<file path="src/lcdseq_pkg.sv">
// Shared types, codes and constants for the panel draw-command sequencer.
// No dependencies; every other file refers to it by scoped names.
`default_nettype none

package lcdseq_pkg;

   // request kinds
   localparam logic [2:0] KIND_SET_PIXEL  = 3'd0;
   localparam logic [2:0] KIND_FILL_RECT  = 3'd1;
   localparam logic [2:0] KIND_DRAW_LINE  = 3'd2;
   localparam logic [2:0] KIND_OPEN_AREA  = 3'd3;
   localparam logic [2:0] KIND_PUSH_PIXEL = 3'd4;

   // panel controller commands
   localparam logic [15:0] CMD_COLUMN_ADDR = 16'h002a;
   localparam logic [15:0] CMD_PAGE_ADDR   = 16'h002b;
   localparam logic [15:0] CMD_MEMORY_WR   = 16'h002c;

   // configuration register indexes and reset values
   localparam logic        CSR_PANEL_WIDTH  = 1'b0;
   localparam logic        CSR_PANEL_HEIGHT = 1'b1;
   localparam logic [15:0] PANEL_WIDTH_RESET  = 16'd320;
   localparam logic [15:0] PANEL_HEIGHT_RESET = 16'd480;

   // word sequence shapes
   localparam logic [1:0] SEQ_NO_WRITE    = 2'd0;  // one empty word
   localparam logic [1:0] SEQ_WINDOW      = 2'd1;  // eleven window words
   localparam logic [1:0] SEQ_WINDOW_DATA = 2'd2;  // window words, then color
   localparam logic [1:0] SEQ_DATA        = 2'd3;  // one data word

   // word slots within a window sequence
   localparam logic [3:0] SLOT_COLUMN_CMD = 4'd0;
   localparam logic [3:0] SLOT_X1_HI      = 4'd1;
   localparam logic [3:0] SLOT_X1_LO      = 4'd2;
   localparam logic [3:0] SLOT_X2_HI      = 4'd3;
   localparam logic [3:0] SLOT_X2_LO      = 4'd4;
   localparam logic [3:0] SLOT_PAGE_CMD   = 4'd5;
   localparam logic [3:0] SLOT_Y1_HI      = 4'd6;
   localparam logic [3:0] SLOT_Y1_LO      = 4'd7;
   localparam logic [3:0] SLOT_Y2_HI      = 4'd8;
   localparam logic [3:0] SLOT_Y2_LO      = 4'd9;
   localparam logic [3:0] SLOT_MEMORY_CMD = 4'd10;
   localparam logic [3:0] SLOT_COLOR      = 4'd11;
   localparam logic [3:0] SLOT_FIRST      = 4'd0;

   typedef struct packed {
      logic [2:0]  kind;
      logic [15:0] x_start;
      logic [15:0] y_start;
      logic [15:0] x_end;
      logic [15:0] y_end;
      logic [15:0] color;
      logic        transparent;
   } request_type;

   typedef struct packed {
      logic [1:0]  seq;
      logic        status;
      logic [15:0] x1;
      logic [15:0] y1;
      logic [15:0] x2;
      logic [15:0] y2;
      logic [15:0] data_value;
      logic [32:0] data_count;
   } plan_type;

   // upper byte of a coordinate, sign carried into the top byte
   function automatic logic [15:0] high_byte(input logic [15:0] v);
      high_byte = {{8{v[15]}}, v[15:8]};
   endfunction

endpackage

`default_nettype wire

</file>
<file path="src/lcdseq_planner.sv">
// Turns one registered draw request into a word-sequence plan: corner sort,
// bounds and axis checks for lines, and the fill pixel count. Uses lcdseq_pkg.
`default_nettype none

module lcdseq_planner (
   input  wire lcdseq_pkg::request_type req,
   input  wire [15:0]                   panel_width,
   input  wire [15:0]                   panel_height,
   output lcdseq_pkg::plan_type         plan
);

   logic [15:0] x_lo, x_hi, y_lo, y_hi;
   logic [16:0] dx, dy;
   logic [33:0] area;
   logic        start_inside, end_inside, on_axis;

   always_comb begin
      x_lo = ($signed(req.x_end) < $signed(req.x_start)) ? req.x_end : req.x_start;
      x_hi = ($signed(req.x_end) < $signed(req.x_start)) ? req.x_start : req.x_end;
      y_lo = ($signed(req.y_end) < $signed(req.y_start)) ? req.y_end : req.y_start;
      y_hi = ($signed(req.y_end) < $signed(req.y_start)) ? req.y_start : req.y_end;
      dx   = {x_hi[15], x_hi} - {x_lo[15], x_lo} + 17'd1;
      dy   = {y_hi[15], y_hi} - {y_lo[15], y_lo} + 17'd1;
      area = {17'd0, dx} * {17'd0, dy};

      start_inside = !req.x_start[15] && (req.x_start < panel_width) &&
                     !req.y_start[15] && (req.y_start < panel_height);
      end_inside   = !req.x_end[15] && (req.x_end < panel_width) &&
                     !req.y_end[15] && (req.y_end < panel_height);
      on_axis      = (req.x_start == req.x_end) || (req.y_start == req.y_end);
   end

   always_comb begin
      plan.seq        = lcdseq_pkg::SEQ_NO_WRITE;
      plan.status     = 1'b1;
      plan.x1         = req.x_start;
      plan.y1         = req.y_start;
      plan.x2         = req.x_end;
      plan.y2         = req.y_end;
      plan.data_value = req.color;
      plan.data_count = 33'd1;
      unique case (req.kind)
         lcdseq_pkg::KIND_SET_PIXEL: begin
            plan.status = 1'b0;
            if (!req.transparent) begin
               plan.seq = lcdseq_pkg::SEQ_WINDOW_DATA;
               plan.x2  = req.x_start;
               plan.y2  = req.y_start;
            end
         end
         lcdseq_pkg::KIND_FILL_RECT, lcdseq_pkg::KIND_DRAW_LINE: begin
            if (req.transparent) begin
               plan.status = 1'b0;
            end else if ((req.kind == lcdseq_pkg::KIND_FILL_RECT) ||
                         (start_inside && end_inside && on_axis)) begin
               plan.seq        = lcdseq_pkg::SEQ_WINDOW_DATA;
               plan.status     = 1'b0;
               plan.x1         = x_lo;
               plan.y1         = y_lo;
               plan.x2         = x_hi;
               plan.y2         = y_hi;
               plan.data_count = area[32:0];
            end
         end
         lcdseq_pkg::KIND_OPEN_AREA: begin
            plan.seq    = lcdseq_pkg::SEQ_WINDOW;
            plan.status = 1'b0;
         end
         lcdseq_pkg::KIND_PUSH_PIXEL: begin
            plan.seq        = lcdseq_pkg::SEQ_DATA;
            plan.status     = 1'b0;
            plan.data_value = req.transparent ? 16'h0000 : req.color;
         end
         default: begin
            plan.seq = lcdseq_pkg::SEQ_NO_WRITE;
         end
      endcase
   end

endmodule

`default_nettype wire

</file>
<file path="src/lcdseq_emitter.sv">
// Holds one plan and steps a slot counter through its words, one word per
// cycle into the response register unless a low rsp_ready holds it. Uses lcdseq_pkg.
`default_nettype none

module lcdseq_emitter (
   input  wire                       clock,
   input  wire                       reset,
   input  wire                       plan_valid,
   input  wire lcdseq_pkg::plan_type plan,
   output logic                      plan_take,
   output logic                      rsp_valid,
   input  wire                       rsp_ready,
   output logic                      rsp_is_command,
   output logic [15:0]               rsp_bus_value,
   output logic [32:0]               rsp_repeat_count,
   output logic                      rsp_status,
   output logic                      rsp_last
);

   lcdseq_pkg::plan_type plan_ff, plan_in;
   logic [3:0]  slot_ff, slot_in;
   logic        busy_ff, busy_in;
   logic        out_valid_ff, out_valid_in;
   logic        out_is_command_ff;
   logic [15:0] out_bus_value_ff;
   logic [32:0] out_repeat_count_ff;
   logic        out_status_ff, out_last_ff;

   logic        out_free, step, slot_last;
   logic [3:0]  last_slot;
   logic        res_is_command;
   logic [15:0] res_bus_value;
   logic [32:0] res_repeat_count;

   always_comb begin
      unique case (plan_ff.seq)
         lcdseq_pkg::SEQ_WINDOW:      last_slot = lcdseq_pkg::SLOT_MEMORY_CMD;
         lcdseq_pkg::SEQ_WINDOW_DATA: last_slot = lcdseq_pkg::SLOT_COLOR;
         default:                     last_slot = lcdseq_pkg::SLOT_FIRST;
      endcase
      out_free  = !out_valid_ff || rsp_ready;
      step      = busy_ff && out_free;
      slot_last = (slot_ff == last_slot);
      plan_take = plan_valid && (!busy_ff || (step && slot_last));
   end

   // word for the current slot
   always_comb begin
      res_is_command   = 1'b0;
      res_bus_value    = 16'h0000;
      res_repeat_count = 33'd1;
      unique case (plan_ff.seq)
         lcdseq_pkg::SEQ_NO_WRITE: begin
            res_repeat_count = 33'd0;
         end
         lcdseq_pkg::SEQ_DATA: begin
            res_bus_value    = plan_ff.data_value;
            res_repeat_count = plan_ff.data_count;
         end
         default: begin
            unique case (slot_ff)
               lcdseq_pkg::SLOT_COLUMN_CMD: begin
                  res_is_command = 1'b1;
                  res_bus_value  = lcdseq_pkg::CMD_COLUMN_ADDR;
               end
               lcdseq_pkg::SLOT_X1_HI: res_bus_value = lcdseq_pkg::high_byte(plan_ff.x1);
               lcdseq_pkg::SLOT_X1_LO: res_bus_value = plan_ff.x1;
               lcdseq_pkg::SLOT_X2_HI: res_bus_value = lcdseq_pkg::high_byte(plan_ff.x2);
               lcdseq_pkg::SLOT_X2_LO: res_bus_value = plan_ff.x2;
               lcdseq_pkg::SLOT_PAGE_CMD: begin
                  res_is_command = 1'b1;
                  res_bus_value  = lcdseq_pkg::CMD_PAGE_ADDR;
               end
               lcdseq_pkg::SLOT_Y1_HI: res_bus_value = lcdseq_pkg::high_byte(plan_ff.y1);
               lcdseq_pkg::SLOT_Y1_LO: res_bus_value = plan_ff.y1;
               lcdseq_pkg::SLOT_Y2_HI: res_bus_value = lcdseq_pkg::high_byte(plan_ff.y2);
               lcdseq_pkg::SLOT_Y2_LO: res_bus_value = plan_ff.y2;
               lcdseq_pkg::SLOT_MEMORY_CMD: begin
                  res_is_command = 1'b1;
                  res_bus_value  = lcdseq_pkg::CMD_MEMORY_WR;
               end
               lcdseq_pkg::SLOT_COLOR: begin
                  res_bus_value    = plan_ff.data_value;
                  res_repeat_count = plan_ff.data_count;
               end
               default: begin
                  res_repeat_count = 33'd0;
               end
            endcase
         end
      endcase
   end

   always_comb begin
      plan_in      = plan_take ? plan : plan_ff;
      busy_in      = plan_take ? 1'b1 : ((step && slot_last) ? 1'b0 : busy_ff);
      slot_in      = plan_take ? lcdseq_pkg::SLOT_FIRST : (step ? slot_ff + 4'd1 : slot_ff);
      out_valid_in = step ? 1'b1 : (rsp_ready ? 1'b0 : out_valid_ff);
   end

   always_ff @(posedge clock) begin
      if (reset) begin
         busy_ff      <= 1'b0;
         out_valid_ff <= 1'b0;
         slot_ff      <= lcdseq_pkg::SLOT_FIRST;
      end else begin
         busy_ff      <= busy_in;
         out_valid_ff <= out_valid_in;
         slot_ff      <= slot_in;
      end
   end

   always_ff @(posedge clock) begin
      plan_ff <= plan_in;
      if (step) begin
         out_is_command_ff   <= res_is_command;
         out_bus_value_ff    <= res_bus_value;
         out_repeat_count_ff <= res_repeat_count;
         out_status_ff       <= plan_ff.status;
         out_last_ff         <= slot_last;
      end
   end

   assign rsp_valid        = out_valid_ff;
   assign rsp_is_command   = out_is_command_ff;
   assign rsp_bus_value    = out_bus_value_ff;
   assign rsp_repeat_count = out_repeat_count_ff;
   assign rsp_status       = out_status_ff;
   assign rsp_last         = out_last_ff;

endmodule

`default_nettype wire

</file>
<file path="src/lcd_draw_command_sequencer.sv">
// Draw request to panel bus word sequencer, top level.
// A request is parked in the input stage, planned, taken into the emitter's plan
// register, and its words are registered out one per cycle unless rsp_ready stalls;
// a request gives 1, 11 or 12 words, and the next plan is taken with the last word.
// Reset (synchronous, active high) empties both stages, width 320, height 480.
// Depends on lcdseq_pkg, lcdseq_planner and lcdseq_emitter.
`default_nettype none

module lcd_draw_command_sequencer (
   input  wire               clock,
   input  wire               reset,
   // configuration write port
   input  wire               csr_write_enable,
   input  wire               csr_index,
   input  wire [15:0]        csr_write_data,
   // draw requests
   input  wire               req_valid,
   output logic              req_ready,
   input  wire [2:0]         req_kind,
   input  wire signed [15:0] req_x_start,
   input  wire signed [15:0] req_y_start,
   input  wire signed [15:0] req_x_end,
   input  wire signed [15:0] req_y_end,
   input  wire [15:0]        req_color,
   input  wire               req_transparent,
   // panel bus words
   output logic              rsp_valid,
   input  wire               rsp_ready,
   output logic              rsp_is_command,
   output logic [15:0]       rsp_bus_value,
   output logic [32:0]       rsp_repeat_count,
   output logic              rsp_status,
   output logic              rsp_last
);

   logic [15:0] panel_width_ff, panel_width_in;
   logic [15:0] panel_height_ff, panel_height_in;

   // input stage: one request word parked ahead of the planner
   lcdseq_pkg::request_type req_ff, req_in;
   logic                    req_valid_ff, req_valid_in;
   logic                    req_accept;

   lcdseq_pkg::plan_type plan;
   logic                 plan_take;

   // hold the panel size; writes come only while the block is idle: user rule, unchecked
   always_comb begin
      panel_width_in  = panel_width_ff;
      panel_height_in = panel_height_ff;
      if (csr_write_enable) begin
         unique case (csr_index)
            lcdseq_pkg::CSR_PANEL_WIDTH:  panel_width_in  = csr_write_data;
            lcdseq_pkg::CSR_PANEL_HEIGHT: panel_height_in = csr_write_data;
            default:                      panel_width_in  = panel_width_ff;
         endcase
      end
   end

   // the input stage frees up on the same edge the emitter takes its plan
   assign req_ready  = !req_valid_ff || plan_take;
   assign req_accept = req_valid && req_ready;

   always_comb begin
      req_in.kind        = req_kind;
      req_in.x_start     = req_x_start;
      req_in.y_start     = req_y_start;
      req_in.x_end       = req_x_end;
      req_in.y_end       = req_y_end;
      req_in.color       = req_color;
      req_in.transparent = req_transparent;
      req_valid_in = req_accept ? 1'b1 : (plan_take ? 1'b0 : req_valid_ff);
   end

   always_ff @(posedge clock) begin
      if (reset) begin
         panel_width_ff  <= lcdseq_pkg::PANEL_WIDTH_RESET;
         panel_height_ff <= lcdseq_pkg::PANEL_HEIGHT_RESET;
         req_valid_ff    <= 1'b0;
      end else begin
         panel_width_ff  <= panel_width_in;
         panel_height_ff <= panel_height_in;
         req_valid_ff    <= req_valid_in;
      end
   end

   // payload: load on accept, otherwise hold
   always_ff @(posedge clock) begin
      if (req_accept) begin
         req_ff <= req_in;
      end
   end

   // sort corners, check the line, multiply out the fill area
   lcdseq_planner u_planner (
      .req          (req_ff),
      .panel_width  (panel_width_ff),
      .panel_height (panel_height_ff),
      .plan         (plan)
   );

   // step the plan out one bus word per cycle, held while the output is stalled
   lcdseq_emitter u_emitter (
      .clock            (clock),
      .reset            (reset),
      .plan_valid       (req_valid_ff),
      .plan             (plan),
      .plan_take        (plan_take),
      .rsp_valid        (rsp_valid),
      .rsp_ready        (rsp_ready),
      .rsp_is_command   (rsp_is_command),
      .rsp_bus_value    (rsp_bus_value),
      .rsp_repeat_count (rsp_repeat_count),
      .rsp_status       (rsp_status),
      .rsp_last         (rsp_last)
   );

`ifndef SYNTH
   // a parked request that the emitter did not take stays parked
   a_hold_parked: assert property (@(posedge clock) disable iff (reset)
      req_valid_ff && !plan_take |=> req_valid_ff)
      else $error("parked request lost before the emitter took it");

   // a command word always strobes once and never reports failure
   a_command_word: assert property (@(posedge clock) disable iff (reset)
      rsp_valid && rsp_is_command |-> (rsp_repeat_count == 33'd1) && !rsp_status &&
      (rsp_bus_value == lcdseq_pkg::CMD_COLUMN_ADDR ||
       rsp_bus_value == lcdseq_pkg::CMD_PAGE_ADDR ||
       rsp_bus_value == lcdseq_pkg::CMD_MEMORY_WR))
      else $error("malformed command word");

   // a failed request gives a single empty closing word
   a_fail_word: assert property (@(posedge clock) disable iff (reset)
      rsp_valid && rsp_status |-> rsp_last && (rsp_repeat_count == 33'd0) &&
      !rsp_is_command && (rsp_bus_value == 16'h0000))
      else $error("failure word not empty or not last");

   // the memory-write command either closes the request or precedes a color word
   a_memory_cmd: assert property (@(posedge clock) disable iff (reset)
      rsp_valid && rsp_ready && rsp_is_command &&
      (rsp_bus_value == lcdseq_pkg::CMD_MEMORY_WR) && !rsp_last
      |=> !rsp_valid || (!rsp_is_command && rsp_last))
      else $error("memory-write command not followed by the color word");
`endif

endmodule

`default_nettype wire
</file>
<file path="config.mk">
export PLATFORM = sky130hd
export DESIGN_NAME = lcd_draw_command_sequencer
export DESIGN_NICKNAME = d
export VERILOG_FILES = /design/src/lcdseq_pkg.sv /design/src/lcdseq_planner.sv /design/src/lcdseq_emitter.sv /design/src/lcd_draw_command_sequencer.sv
export SDC_FILE = /design/constraint.sdc
export NUM_CORES = 1
export LEC_CHECK = 0
export ABC_AREA = 1
export BUFFER_PORTS_ARGS = -buffer_cell sky130_fd_sc_hd__buf_2
export CAP_MARGIN = 0
export CORE_UTILIZATION = 59
export CTS_BUF_LIST = sky130_fd_sc_hd__clkbuf_8 sky130_fd_sc_hd__clkbuf_16
export CTS_CLUSTER_DIAMETER = 80
export DETAILED_ROUTE_END_ITERATION = 6
export PLACE_DENSITY = 0.78
export SETUP_SLACK_MARGIN = 0.2
export SLEW_MARGIN = 20
export SYNTH_ARGS = -nofsm -noshare
export SYNTH_HDL_FRONTEND = slang
export SYNTH_HIERARCHICAL = 1
export SYNTH_SLANG_ARGS = --single-unit
</file>
<file path="constraint.sdc">
create_clock -name clock -period 31.6 [get_ports clock]
set_clock_uncertainty 0.2 [all_clocks]
set_input_delay 3.16 -clock clock [delete_from_list [all_inputs] [get_ports clock]]
set_output_delay 3.16 -clock clock [all_outputs]
set_load 0.02 [all_outputs]
</file>
==> results_dict.tcl <==
set metrics [dict create \
    synthCells 3244 \
    synth_fp_nets 3810 \
    rsz0062_at_grt "no" \
    cts_setup_buffers 0 \
    synth-async-reset-ratio_pct 0 \
    cts.repair.resized 0 \
    worstReg2RegEnd "u_emitter/plan_ff[27]" \
    htree_num_levels 2 \
    vias 22690 \
    netlist.area_leader.share_pct 28.4 \
    hp-class "flop to flop" \
    drtIter0Drc 2420 \
    initial_core_util_pct 60.0 \
    post_drt_via_cell_ratio 5.72 \
    postCtsHoldBufs 0 \
    grt_usage_pct 36.2 \
    startpoint_type "flop" \
    placed_cell_area_mm2 0.0278 \
    finalSetupViolCount 0 \
    insertion_delay_ns 0.57 \
    die_w_um 214 \
    ff2ff_path_depth 40 \
    yosysSeqAreaShare_pct 31.4 \
    grt_pass1_wl_um 128000 \
    arrival_ns 11.13 \
    min_from "u_emitter/plan_ff[113]" \
    multiInputGateArea_mm2 0.0156 \
    cts.sinks 291 \
    timing.max_slew.rel_slack_pct 19.2 \
    area_growth_pct 8.86 \
    critical_path_class "flop to flop" \
    path_delay_family "adder cells" \
    synth-seq-cells 291 \
    fmax_ghz 0.0907 \
    gp_congestion 0.971 \
    seqCellArea_mm2 0.00835 \
    rows 77 \
    required_ns 31.70 \
    drt-pass1-iter-count 6 \
    cpMaxStageDelayCell "nand2_2" \
    cp_common_cell "nand2_1" \
    slowest_delay_ns 0.68 \
    nFillCells 3750 \
    synth_flop_cell "edfxtp_1" \
    cts_made_buffers 35 \
    ant_nets 0 \
    hold_path_depth 0 \
    regToRegSetupSlack_ns 20.58 \
    wire_per_inst_um 20.6 \
    nets 3911 \
    syn_area_mm2 0.0266 \
    instances_no_fill 3965 \
    grt_max_degree 69 \
    die-area_mm2 0.0460 \
    status "completed" \
    dpl.cell_count 3900 \
    cts-root-buf "clkbuf_16" \
    clk_pin_slew_ns 0.06 \
    path_buf_inv 4 \
    fin_tns_setup_ns 0 \
    synth_edf_count 252 \
    worst-path-max-fanout 63 \
    yosysUniqueCellTypes 50 \
    core-area_mm2 0.0444 \
    wl_um 81600 \
    ctsLongestPathBuffers 3 \
    reg2reg_from "req_ff[32]" \
    min_to "u_emitter/rsp_status" \
    yosysTopAreaCell "edfxtp_1" \
    num_io_pins 160 \
    dpl.hpwl_um 64100 \
    ys_top_cells_by_area "edfxtp_1, fa_1, ha_1" \
    gr-total-overflow 0 \
    drive_above_1_share_pct 8.57 \
    drc 0 \
    end_kind "flop" \
    syn_area_per_cell_um2 8.21 \
    finalInstanceArea_mm2 0.0290 \
    antenna_found_initial 7 \
    die_y_um 214 \
    fin_crit_sh_pct 34.9 \
    timing.final.max_slew_violations 0 \
    period_needed_ns 11.02 \
    hold_violations 0 \
    cap_violations 0 \
    cts_tree "yes" \
    grt_pass1_vias 22590 \
    io_buffer_count 159 \
    yosysWarnings 6 \
    tightest_slew_ns 1.21 \
]
==> final cells by class <==
type | instances | share of cell area (%)
Antenna cell | 2 | 0.0173
Clock buffer | 37 | 3.16
Clock inverter | 26 | 0.812
Inverter | 577 | 7.50
Multi-Input combinational cell | 2263 | 53.9
Sequential cell | 291 | 28.8
Tap cell | 592 | 2.56
Timing Repair Buffer | 177 | 3.21
==> Yosys cell counts (all sizes together), types with 7 or more instances <==
| cell | number |
|---|---|
| a211oi | 7 |
| a21oi | 96 |
| a32oi | 32 |
| buf | 48 |
| clkbuf | 65 |
| clkinv | 8 |
| dfxtp | 39 |
| edfxtp | 252 |
| fa | 225 |
| ha | 235 |
| inv | 569 |
| nand2 | 778 |
| nand3 | 213 |
| nand3b | 7 |
| nand4 | 29 |
| nor2 | 389 |
| nor3 | 13 |
| o21a | 7 |
| o21ai | 148 |
| or2 | 13 |
| xnor2 | 16 |
| xor2 | 23 |
==> metrics by stage <==
step                utilization (%)  setup slack [ns]  hold WS, ns
finish                         65.3             20.58        0.221
global route                   65.3             19.98        0.243
CTS                            65.2             20.78        0.221
detailed placement             62.6             20.78        0.208
global placement               62.6             21.03        0.203
floorplan                         -             19.47        0.200
==> cell families (layout without fill, tap and decap cells) <==
logic type / count (synthesis) / count (layout) / share of synthesized area, %
AOI/OAI and AO/OA: 314 / 314 / 6.71
xor gates and xnor gates: 39 / 39 / 1.28
adders and majority gates: 460 / 460 / 28.0
buffers and inverters: 690 / 817 / 10.3
DFF: 291 / 291 / 31.4
other: 0 / 2 / 0
and+or+nand+nor: 1450 / 1450 / 22.4
==> sequential cells by signal, summed over array words and instances, names as in the netlist <==
| name | cells |
|---|---|
| u_emitter/rsp_status | 1 |
| panel_height_ff | 16 |
| u_emitter/plan_ff | 116 |
| u_emitter/busy_ff | 1 |
| panel_width_ff | 16 |
| u_emitter/rsp_repeat_count | 33 |
| u_emitter/rsp_last | 1 |
| req_ff | 84 |
| u_emitter/slot_ff | 4 |
| req_valid_ff | 1 |
| u_emitter/rsp_bus_value | 16 |
| u_emitter/rsp_is_command | 1 |
| u_emitter/rsp_valid | 1 |
==> placed cells by master (no fill, tap or decap), types with 10 or more instances in the layout <==
cell         n
nor3_1      13
nand3_1    206
buf_4       18
inv_2       14
o21ai_0    126
clkbuf_16   36
edfxtp_1   252
ha_1       235
inv_1      565
a32oi_1     32
buf_2      159
fa_1       225
nand2_1    768
xor2_1      17
xnor2_1     16
a21oi_1     95
nor2_1     380
o21ai_1     21
dfxtp_1     39
or2_2       10
nand4_1     29
==> worst max path at each step <==
stage	startpoint	to	slack (ns)	depth (start not counted)
final	req_ff[32]	u_emitter/plan_ff[27]	20.58	40
after global routing	req_ff[80]	u_emitter/plan_ff[27]	19.98	41
after CTS	req_ff[32]	u_emitter/plan_ff[27]	20.78	39
after detailed placement	req_ff[32]	u_emitter/plan_ff[27]	20.78	39
after global placement	req_ff[64]	u_emitter/plan_ff[27]	21.03	37
after floorplan	rsp_ready	req_ff[0]	19.47	10
==> layer usage <==
layer | part of all wire, % | track usage [%] | vias up | wire length, um
li1 | - | - | 10501 | -
met1 | 42 | 50.5 | 10861 | 34100
met2 | 44 | 55.3 | 1141 | 35800
met3 | 11 | 8.26 | 185 | 8720
met4 | 3.6 | 13.4 | 2 | 2970
met5 | 0.016 | 0 | - | 13
Power is not shown: default switching activity piles up to over one toggle a cycle in this logic, so the estimate is an artifact.
